$ cat src/rtl/core/lc3_subset_instruction_step_core_assert.svh
// Assertion macros used by the LC-3 subset core RTL.
`ifndef LC3_SUBSET_INSTRUCTION_STEP_CORE_ASSERT_SVH
`define LC3_SUBSET_INSTRUCTION_STEP_CORE_ASSERT_SVH

// Same-cycle implication, checked on the rising clock edge outside reset.
`define LC3S_ASSERT_IMP(label, clk, rst, cond, expr) \
  label: assert property (@(posedge clk) disable iff (rst) (cond) |-> (expr)) \
    else $error("lc3s assertion failed");

// Next-cycle implication, checked on the rising clock edge outside reset.
`define LC3S_ASSERT_NEXT(label, clk, rst, cond, expr) \
  label: assert property (@(posedge clk) disable iff (rst) (cond) |=> (expr)) \
    else $error("lc3s assertion failed");

`endif

$ cat src/rtl/core/lc3s_pkg.sv
// Shared types, constants and helper functions of the LC-3 subset core.
`timescale 1ns / 1ps
`default_nettype none

package lc3s_pkg;

  localparam int MEM_WORDS = 32;
  localparam int MEM_AW    = (MEM_WORDS > 1) ? $clog2(MEM_WORDS) : 1;
  localparam int NUM_REGS  = 8;

  typedef logic [15:0] word_t;
  typedef logic [MEM_AW-1:0] mem_addr_t;
  typedef logic [NUM_REGS-1:0][15:0] rf_t;

  localparam word_t BASE_RESET = 16'h3000;
  localparam word_t PC_RESET   = 16'h3000;

  // Register file after reset: R1 = 5, R2 = 15, all others zero.
  localparam rf_t RF_RESET = {16'd0, 16'd0, 16'd0, 16'd0, 16'd0, 16'd15, 16'd5, 16'd0};

  // Item kinds carried on the input user sideband.
  localparam logic [1:0] KIND_LOAD    = 2'd0;
  localparam logic [1:0] KIND_EXEC    = 2'd1;
  localparam logic [1:0] KIND_RESTART = 2'd2;

  // Supported opcodes.
  localparam logic [3:0] OP_BR  = 4'd0;
  localparam logic [3:0] OP_ADD = 4'd1;
  localparam logic [3:0] OP_LD  = 4'd2;
  localparam logic [3:0] OP_ST  = 4'd3;
  localparam logic [3:0] OP_AND = 4'd5;
  localparam logic [3:0] OP_NOT = 4'd9;
  localparam logic [3:0] OP_JMP = 4'd12;

  // Condition flag encodings, ordered {N, Z, P}.
  localparam logic [2:0] FL_N = 3'b100;
  localparam logic [2:0] FL_Z = 3'b010;
  localparam logic [2:0] FL_P = 3'b001;

  typedef struct packed {
    logic      we;
    mem_addr_t addr;
    word_t     data;
  } mem_wr_t;

  typedef struct packed {
    word_t       pc_next;
    logic [2:0]  flags_next;
    logic        reg_we;
    logic [2:0]  reg_idx;
    word_t       reg_val;
    logic        mem_we;
    mem_addr_t   mem_idx;
    word_t       mem_data;
    mem_addr_t   ld_raddr;
    logic        ld_wait;
  } exec_ctl_t;

  typedef struct packed {
    word_t      pc_after;
    word_t      instr;
    logic       reg_write;
    logic [2:0] reg_index;
    word_t      reg_value;
    logic       mem_write;
    logic [4:0] mem_index;
    logic       flag_n;
    logic       flag_z;
    logic       flag_p;
    logic       bad_address;
  } result_t;

  function automatic word_t sext5(input logic [4:0] v);
    return {{11{v[4]}}, v};
  endfunction

  function automatic word_t sext9(input logic [8:0] v);
    return {{7{v[8]}}, v};
  endfunction

  function automatic logic [2:0] flags_of(input word_t v);
    logic [2:0] f;
    if (v[15]) begin
      f = FL_N;
    end else if (v == 16'd0) begin
      f = FL_Z;
    end else begin
      f = FL_P;
    end
    return f;
  endfunction

endpackage

`default_nettype wire

$ cat src/rtl/core/lc3s_pmem.sv
// Program memory: one write port and two registered read ports with write bypass.
`timescale 1ns / 1ps
`default_nettype none

module lc3s_pmem
  import lc3s_pkg::*;
(
  input  wire logic      clk,
  input  wire mem_wr_t   wr,
  input  wire mem_addr_t fetch_raddr,
  input  wire mem_addr_t data_raddr,
  output word_t          fetch_rdata,
  output word_t          data_rdata
);

  word_t mem [MEM_WORDS];

  // A write in the same cycle as a read of the same word returns the new data.
  always_ff @(posedge clk) begin
    if (wr.we) begin
      mem[wr.addr] <= wr.data;
    end
    if (wr.we && (wr.addr == fetch_raddr)) begin
      fetch_rdata <= wr.data;
    end else begin
      fetch_rdata <= mem[fetch_raddr];
    end
    if (wr.we && (wr.addr == data_raddr)) begin
      data_rdata <= wr.data;
    end else begin
      data_rdata <= mem[data_raddr];
    end
  end

endmodule

`default_nettype wire

$ cat src/rtl/core/lc3s_exec.sv
// Decode and execute of one item against the current architectural state.
`timescale 1ns / 1ps
`default_nettype none

module lc3s_exec
  import lc3s_pkg::*;
(
  input  wire logic [1:0] kind,
  input  wire logic [4:0] load_index,
  input  wire word_t      load_data,
  input  wire word_t      pc,
  input  wire word_t      base,
  input  wire logic [2:0] flags,
  input  wire rf_t        rf,
  input  wire word_t      ibuf,
  input  wire word_t      ldbuf,
  input  wire logic       ld_fresh,
  output exec_ctl_t       ctl,
  output result_t         res
);

  localparam logic [16:0] MEM_LIMIT = 17'(MEM_WORDS);

  logic [3:0] op;
  logic [2:0] dr;
  logic [2:0] sr1;
  word_t      fetch_off;
  logic       fetch_ok;
  word_t      pc_inc;
  word_t      data_addr;
  word_t      data_off;
  logic       data_ok;
  logic       li_ok;
  word_t      opa;
  word_t      opb;
  logic       bad;
  word_t      instr;

  assign op        = ibuf[15:12];
  assign dr        = ibuf[11:9];
  assign sr1       = ibuf[8:6];
  assign fetch_off = pc - base;
  assign fetch_ok  = {1'b0, fetch_off} < MEM_LIMIT;
  assign pc_inc    = pc + 16'd1;
  assign data_addr = pc_inc + sext9(ibuf[8:0]);
  assign data_off  = data_addr - base;
  assign data_ok   = {1'b0, data_off} < MEM_LIMIT;
  assign li_ok     = {12'd0, load_index} < MEM_LIMIT;
  assign opa       = rf[sr1];
  assign opb       = ibuf[5] ? sext5(ibuf[4:0]) : rf[ibuf[2:0]];

  always_comb begin
    ctl            = '0;
    ctl.pc_next    = pc;
    ctl.flags_next = flags;
    ctl.ld_raddr   = data_off[MEM_AW-1:0];
    bad            = 1'b0;
    instr          = 16'd0;

    unique case (kind)
      KIND_LOAD: begin
        if (li_ok) begin
          ctl.mem_we   = 1'b1;
          ctl.mem_idx  = MEM_AW'(load_index);
          ctl.mem_data = load_data;
        end else begin
          bad = 1'b1;
        end
      end
      KIND_RESTART: begin
        ctl.pc_next = base;
      end
      KIND_EXEC: begin
        if (!fetch_ok) begin
          bad = 1'b1;
        end else begin
          instr       = ibuf;
          ctl.pc_next = pc_inc;
          unique case (op)
            OP_ADD: begin
              ctl.reg_we  = 1'b1;
              ctl.reg_idx = dr;
              ctl.reg_val = opa + opb;
            end
            OP_AND: begin
              ctl.reg_we  = 1'b1;
              ctl.reg_idx = dr;
              ctl.reg_val = opa & opb;
            end
            OP_NOT: begin
              ctl.reg_we  = 1'b1;
              ctl.reg_idx = dr;
              ctl.reg_val = ~opa;
            end
            OP_LD: begin
              // The data word comes from the registered data buffer.
              ctl.ld_wait = !ld_fresh;
              if (data_ok) begin
                ctl.reg_we  = 1'b1;
                ctl.reg_idx = dr;
                ctl.reg_val = ldbuf;
              end else begin
                bad = 1'b1;
              end
            end
            OP_ST: begin
              if (data_ok) begin
                ctl.mem_we   = 1'b1;
                ctl.mem_idx  = data_off[MEM_AW-1:0];
                ctl.mem_data = rf[dr];
              end else begin
                bad = 1'b1;
              end
            end
            OP_BR: begin
              if ((ibuf[11:9] & flags) != 3'd0) begin
                ctl.pc_next = data_addr;
              end
            end
            OP_JMP: begin
              ctl.pc_next = opa;
            end
            default: begin
            end
          endcase
        end
      end
      default: begin
      end
    endcase

    if (ctl.reg_we) begin
      ctl.flags_next = flags_of(ctl.reg_val);
    end

    res             = '0;
    res.pc_after    = ctl.pc_next;
    res.instr       = instr;
    res.reg_write   = ctl.reg_we;
    res.reg_index   = ctl.reg_idx;
    res.reg_value   = ctl.reg_val;
    res.mem_write   = ctl.mem_we && (kind == KIND_EXEC);
    res.mem_index   = res.mem_write ? 5'(ctl.mem_idx) : 5'd0;
    res.flag_n      = ctl.flags_next[2];
    res.flag_z      = ctl.flags_next[1];
    res.flag_p      = ctl.flags_next[0];
    res.bad_address = bad;
  end

endmodule

`default_nettype wire

$ cat src/rtl/core/lc3_subset_instruction_step_core.sv
// Top level of the LC-3 subset core: state registers, handshakes and output register.
// Each executed item's result is registered in the output register; an LD accepted while
// the data buffer is stale (after an executed item or a base write) waits for its data.
// Throughput: one item per cycle unless the output stalls or an LD waits; then the input
// is not ready. Reset (rst, synchronous, active high) sets base and PC to 0x3000, R1 = 5,
// R2 = 15, the other registers and the flags to zero; program memory keeps no reset value.
`timescale 1ns / 1ps
`default_nettype none
`include "lc3_subset_instruction_step_core_assert.svh"

module lc3_subset_instruction_step_core
  import lc3s_pkg::*;
(
  input  wire logic        clk,
  input  wire logic        rst,
  input  wire logic        cfg_wr_en,
  input  wire logic [15:0] cfg_wr_data,
  input  wire logic        s_axis_tvalid,
  output logic             s_axis_tready,
  // tdata: load_index [4:0], load_data [20:5], zero padding [23:21]
  input  wire logic [23:0] s_axis_tdata,
  // tuser: kind [1:0]
  input  wire logic [1:0]  s_axis_tuser,
  output logic             m_axis_tvalid,
  input  wire logic        m_axis_tready,
  // tdata: pc_after [15:0], instr [31:16], reg_write [32], reg_index [35:33],
  // reg_value [51:36], mem_write [52], mem_index [57:53], flag_n [58], flag_z [59],
  // flag_p [60], bad_address [61], zero padding [63:62]
  output logic [63:0]      m_axis_tdata
);

  // Architectural state.
  word_t      base;
  word_t      pc;
  logic [2:0] flags;
  rf_t        rf;

  // The fetch buffer always holds the program word at the current PC. The data
  // buffer holds the word addressed by an LD in the fetch buffer, but only when no
  // item executed and the base was not written in the previous cycle; ld_fresh
  // tracks that. An LD transaction that arrives while it is stale is accepted and
  // held in the hold register until the output is free and the data buffer current.
  word_t      ibuf;
  word_t      ldbuf;
  logic       ld_fresh;
  logic       hold;

  logic       out_valid;
  result_t    out_res;

  logic       out_free;
  logic       s_acc;
  logic       go;
  logic [1:0] kind_eff;
  word_t      pc_n;
  word_t      base_n;
  word_t      fetch_off_n;
  mem_wr_t    mem_wr;
  exec_ctl_t  ctl;
  result_t    res;

  // The output register frees up in the same cycle its transaction completes.
  assign out_free      = !out_valid || m_axis_tready;
  assign s_axis_tready = !rst && !hold && out_free;
  assign s_acc         = s_axis_tvalid && s_axis_tready;

  // A held item is always an execute.
  assign kind_eff = hold ? KIND_EXEC : s_axis_tuser;

  lc3s_exec u_exec (
    .kind       (kind_eff),
    .load_index (s_axis_tdata[4:0]),
    .load_data  (s_axis_tdata[20:5]),
    .pc         (pc),
    .base       (base),
    .flags      (flags),
    .rf         (rf),
    .ibuf       (ibuf),
    .ldbuf      (ldbuf),
    .ld_fresh   (ld_fresh),
    .ctl        (ctl),
    .res        (res)
  );

  // An item executes when accepted with its operands ready, or when the held
  // item finds the output register free and the data buffer current.
  assign go = !rst && ((s_acc && !ctl.ld_wait) || (hold && out_free && ld_fresh));

  // The fetch read follows the PC and base that hold after this edge, so the
  // fetch buffer is current in every cycle.
  assign pc_n        = rst ? PC_RESET : (go ? ctl.pc_next : pc);
  assign base_n      = rst ? BASE_RESET : (cfg_wr_en ? cfg_wr_data : base);
  assign fetch_off_n = pc_n - base_n;

  assign mem_wr.we   = go && ctl.mem_we;
  assign mem_wr.addr = ctl.mem_idx;
  assign mem_wr.data = ctl.mem_data;

  lc3s_pmem u_pmem (
    .clk         (clk),
    .wr          (mem_wr),
    .fetch_raddr (fetch_off_n[MEM_AW-1:0]),
    .data_raddr  (ctl.ld_raddr),
    .fetch_rdata (ibuf),
    .data_rdata  (ldbuf)
  );

  always_ff @(posedge clk) begin
    if (rst) begin
      base      <= BASE_RESET;
      pc        <= PC_RESET;
      flags     <= 3'd0;
      rf        <= RF_RESET;
      ld_fresh  <= 1'b0;
      hold      <= 1'b0;
      out_valid <= 1'b0;
    end else begin
      if (cfg_wr_en) begin
        base <= cfg_wr_data;
      end
      if (go) begin
        pc    <= ctl.pc_next;
        flags <= ctl.flags_next;
        if (ctl.reg_we) begin
          rf[ctl.reg_idx] <= ctl.reg_val;
        end
      end
      ld_fresh <= !(go || cfg_wr_en);
      if (s_acc && ctl.ld_wait) begin
        hold <= 1'b1;
      end else if (go) begin
        hold <= 1'b0;
      end
      if (go) begin
        out_valid <= 1'b1;
      end else if (m_axis_tready) begin
        out_valid <= 1'b0;
      end
    end
  end

  // The result payload needs no reset.
  always_ff @(posedge clk) begin
    if (go) begin
      out_res <= res;
    end
  end

  assign m_axis_tvalid = out_valid;
  assign m_axis_tdata  = {2'b00, out_res.bad_address, out_res.flag_p, out_res.flag_z,
                          out_res.flag_n, out_res.mem_index, out_res.mem_write,
                          out_res.reg_value, out_res.reg_index, out_res.reg_write,
                          out_res.instr, out_res.pc_after};

  // Every executed item leaves a result in the output register.
  `LC3S_ASSERT_NEXT(a_go_fills_out, clk, rst, go, out_valid)
  // A stalled LD parks in the hold register and blocks further input.
  `LC3S_ASSERT_NEXT(a_ld_wait_holds, clk, rst, s_acc && ctl.ld_wait, hold && !s_axis_tready)
  // Executing an item invalidates the data buffer for the next cycle.
  `LC3S_ASSERT_NEXT(a_go_stales_ld, clk, rst, go, !ld_fresh)
  // No item writes both a register and program memory.
  `LC3S_ASSERT_IMP(a_one_writeback, clk, rst, go, !(ctl.reg_we && ctl.mem_we))

endmodule

`default_nettype wire
$ cat config.mk
export PLATFORM = sky130hd
export DESIGN_NAME = lc3_subset_instruction_step_core
export DESIGN_NICKNAME = d
export VERILOG_FILES = /design/src/rtl/core/lc3s_pkg.sv /design/src/rtl/core/lc3s_pmem.sv /design/src/rtl/core/lc3s_exec.sv /design/src/rtl/core/lc3_subset_instruction_step_core.sv
export VERILOG_INCLUDE_DIRS = /design/src /design/src/rtl/core
export SDC_FILE = /design/constraint.sdc
export NUM_CORES = 2
export LEC_CHECK = 0
export BUFFER_PORTS_ARGS = -buffer_cell sky130_fd_sc_hd__buf_2
export CAP_MARGIN = 20
export CORE_MARGIN = 2
export CORE_UTILIZATION = 38
export CTS_CLUSTER_DIAMETER = 30
export DETAILED_ROUTE_END_ITERATION = 6
export GPL_TIMING_DRIVEN = 0
export PLACE_DENSITY = 0.63
export SLEW_MARGIN = 20
export SYNTH_ARGS = -nofsm -noshare
export SYNTH_HDL_FRONTEND = slang
export SYNTH_SLANG_ARGS = --single-unit
$ cat constraint.sdc
create_clock -name clk -period 26.7 [get_ports clk]
set_input_delay 5.34 -clock clk [delete_from_list [all_inputs] [get_ports clk]]
set_output_delay 5.34 -clock clk [all_outputs]
set_load 0.005 [all_outputs]
==> out/summary.txt <==
Slew @ Worst Pin -> 1260 ps
Filler cells -> 9354
Worst setup path class -> reg -> reg
First-pass GRT wire length -> 221 mm
Worst path max stage delay -> 970 ps
Final worst clock skew -> 40.1 ps
Post-CTS Hold Buffers -> 0
Pwr/cell area -> 95.6 nW/um^2
DRC -> 2
Register area -> 20800 um^2
Sink Count -> 750
Tmin final -> 13430 ps
Maximum clock frequency -> 74.5 MHz
Reg-to-Reg End -> u_pmem.mem[5][3]
Post-CTS setup buffer count -> 0
Final Util -> 0.466
Die width -> 331 um
Post-Syn Area -> 40700 um^2
Wirelength per Cell -> 31.1 um
Setup TNS -> 0 ps
Grt total ovfl -> 0
FF+latch count, synth -> 750
CP max FO -> 10
Top_reg_cell synth -> edfxtp_1
Library cells used by synthesis -> 95
Period utilization -> 0.503
Crit path arrival time -> 13880 ps
Post-CTS resize count -> 0
R2r setup slk -> 13270 ps
Area occupied by multi-input gates -> 19000 um^2
Insertion delay to the later sink of the worst-skew pair -> 750 ps
R2r worst-path depth -> 35
Layout cells sized above 1 -> 0.251
Total GRT Usage -> 0.280
Sequential share of the synthesized area -> 0.509
Initial antenna violation count -> 6
Hold path start -> rf[3]
DIE AREA -> 110000 um^2
DR pass1 iterations -> 7
Port Buffers -> 106
CTS Root Cell -> clkbuf_16
Failing checks -> design-rule violations
Overall Power -> 4.75 mW
Slew Viols, Final -> 0
Hold depth -> 2
Number of synthesized flops with an enable pin -> 574
Number of global-route vias before repair -> 30500
Area growth, synth to finish -> 22.0%
Worst setup EP type -> register
RSZ-0062 raised after global routing -> false
Area of the core -> 107000 um^2
CTS tree -> yes
Final Setup Violations -> 0
Die height -> 331 um
CTS max path bufs -> 3
Largest net degree at the start of global routing -> 25
Final wirelength -> 156 mm
Post-DP HPWL -> 112 mm
Maximum vdd ir drop -> 0.0648 mV
Slew margin rel. -> 0.159
Hold Crit Endpoint -> rf[3]
Max cap viols -> 0
Status -> finished, violations left
Slowest cell on the critical path -> buf_1
Total of warnings raised by yosys -> 0
Nets -> 3624
Clock buffer count from CTS -> 147
Syn Inst Count -> 3184
Worst hold path class -> reg -> reg
Initial Utilization -> 0.382
Antenna Violating Nets Remaining -> 0
Worst-path clk slew -> 50 ps
Worst Path Required -> 27150 ps
Vias per cell -> 6.30
Async set-reset flop share out of synthesis -> 0
Syn avg cell area -> 12.8 um^2
Hold Vio Cnt, Final -> 0
Startpoint class of the critical path -> register
Vias -> 31700
Final Wtd Congestion -> 1.02
Starting DRC count in detailed routing -> 4512
IO Pins -> 113
CTS H-tree lvls -> 4
# rows -> 120
Leak -> 18.9 nW
==> worst max-delay path: cells and delay by family (launching register included) <==
| kind | cells | cell delay (ps) |
|---|---|---|
| AO/OA/AOI/OAI | 9 | 2140 |
| multiplexers | 3 | 1810 |
| flip-flops | 1 | 430 |
| XOR/XNOR | 1 | 140 |
| AND/OR/NAND/NOR | 8 | 3430 |
| buffers and inverters | 12 | 4450 |
| adder cells (fa/ha/maj) | 2 | 690 |
==> flip-flops by register name, summed over array words and instances (netlist names), named ones only <==
signal / count
base: 16
ld_fresh: 1
m_axis_tdata: 62
hold: 1
rf: 128
flags: 3
pc: 16
u_pmem.mem: 512
m_axis_tvalid: 1
==> Yosys cell counts, drive strengths merged (15+ instances only) <==
cell type / number / area, um^2
edfxtp: 574 / 17200
mux2i: 304 / 3050
nor2: 289 / 1090
mux4: 271 / 6110
nand2: 238 / 893
a21oi: 211 / 1100
dfxtp: 176 / 3520
buf: 105 / 634
clkbuf: 101 / 379
a211oi: 92 / 703
inv: 78 / 293
ha: 69 / 863
o21ai: 66 / 334
nor2b: 65 / 407
a22oi: 45 / 343
nand3: 42 / 210
nor3: 40 / 210
xnor2: 38 / 340
and2: 36 / 228
o22ai: 29 / 181
a21o: 27 / 203
nand2b: 26 / 163
mux2: 21 / 236
nand4: 18 / 113
and3: 17 / 106
a22o: 16 / 140
xor2: 16 / 140
a221oi: 15 / 150
o21a: 15 / 113
==> power by group <==
group          internal [mW]  switching (mW)
sequential              1.26         0.00882
clock                   1.26           0.676
combinational          0.526            1.02
==> layout by cell type, fill, tap and decap left out, types with 15 or more instances in the layout <==
cell	n
edfxtp_1	574
mux2i_1	299
mux4_2	270
nor2_1	240
nand2_1	238
a21oi_1	199
dfxtp_1	176
buf_2	158
clkbuf_16	150
clkbuf_1	103
a211oi_1	91
inv_1	77
ha_1	69
nor2b_1	65
o21ai_0	62
a22oi_1	44
nand3_1	42
xnor2_1	37
and2_1	35
buf_4	32
nor3_1	31
o22ai_1	29
nor2_4	29
a21o_1	27
nand2b_1	26
buf_16	23
buf_1	22
clkinvlp_4	21
bufinv_16	21
buf_6	20
mux2_2	20
nor2_2	20
inv_6	20
nand4_1	18
and3_1	17
a22o_1	16
xor2_1	16
o21a_1	15
==> cell families (layout without fill, tap and decap cells) <==
family | after synthesis | in the layout | synth area share
buffers and inverters | 285 | 726 | 0.0321
muxes | 596 | 596 | 0.230
adders and majority gates | 73 | 73 | 0.0232
AOI/OAI and AO/OA | 600 | 600 | 0.0977
xor gates and xnor gates | 54 | 54 | 0.0118
and+or+nand+nor | 825 | 825 | 0.0952
DFF | 750 | 750 | 0.509
other | 1 | 3 | 0.0000920
==> metrics by stage <==
| step | instances | hold WS (ps) | area, um^2 | worst slack [ps] |
|---|---|---|---|---|
| after floorplan | 3185 | 448 | 40800 | 15360 |
| after global placement | 4694 | 466 | 43000 | 10950 |
| after detailed placement | 4758 | 475 | 44500 | 13520 |
| after CTS | 5029 | 484 | 49700 | 13500 |
| after global routing | 5030 | 502 | 49700 | 12610 |
| final | 5030 | 490 | 49700 | 13270 |
==> area by class of cell <==
| class | instances | share of cell area |
|---|---|---|
| well taps | 1403 | 0.0353 |
| diodes | 1 | 0.0000503 |
| flip-flops and latches | 750 | 0.418 |
| repair buffers | 170 | 0.0333 |
| plain buffers | 206 | 0.0207 |
| clock inverters | 106 | 0.0273 |
| clock buffers | 165 | 0.0776 |
| inverters | 79 | 0.00596 |
| multi-input cells | 2150 | 0.382 |
==> worst max path at each step <==
stage	endpoint	slack [ps]
final	u_pmem.mem[5][3]	13270
after CTS	u_pmem.mem[5][5]	13500
after global routing	u_pmem.mem[5][5]	12610
after floorplan	s_axis_tready	15360
after global placement	u_pmem.mem[6][1]	10950
after detailed placement	u_pmem.mem[5][1]	13520
==> routing by layer <==
metal	track usage	up-vias	routed length, um
met2	0.436	2335	70700
met5	0	-	34
met3	0.0744	493	18200
met4	0.147	4	8980
met1	0.357	15700	58400
li1	-	13100	-
No activity file was read; power rests on OpenSTA's default activity.
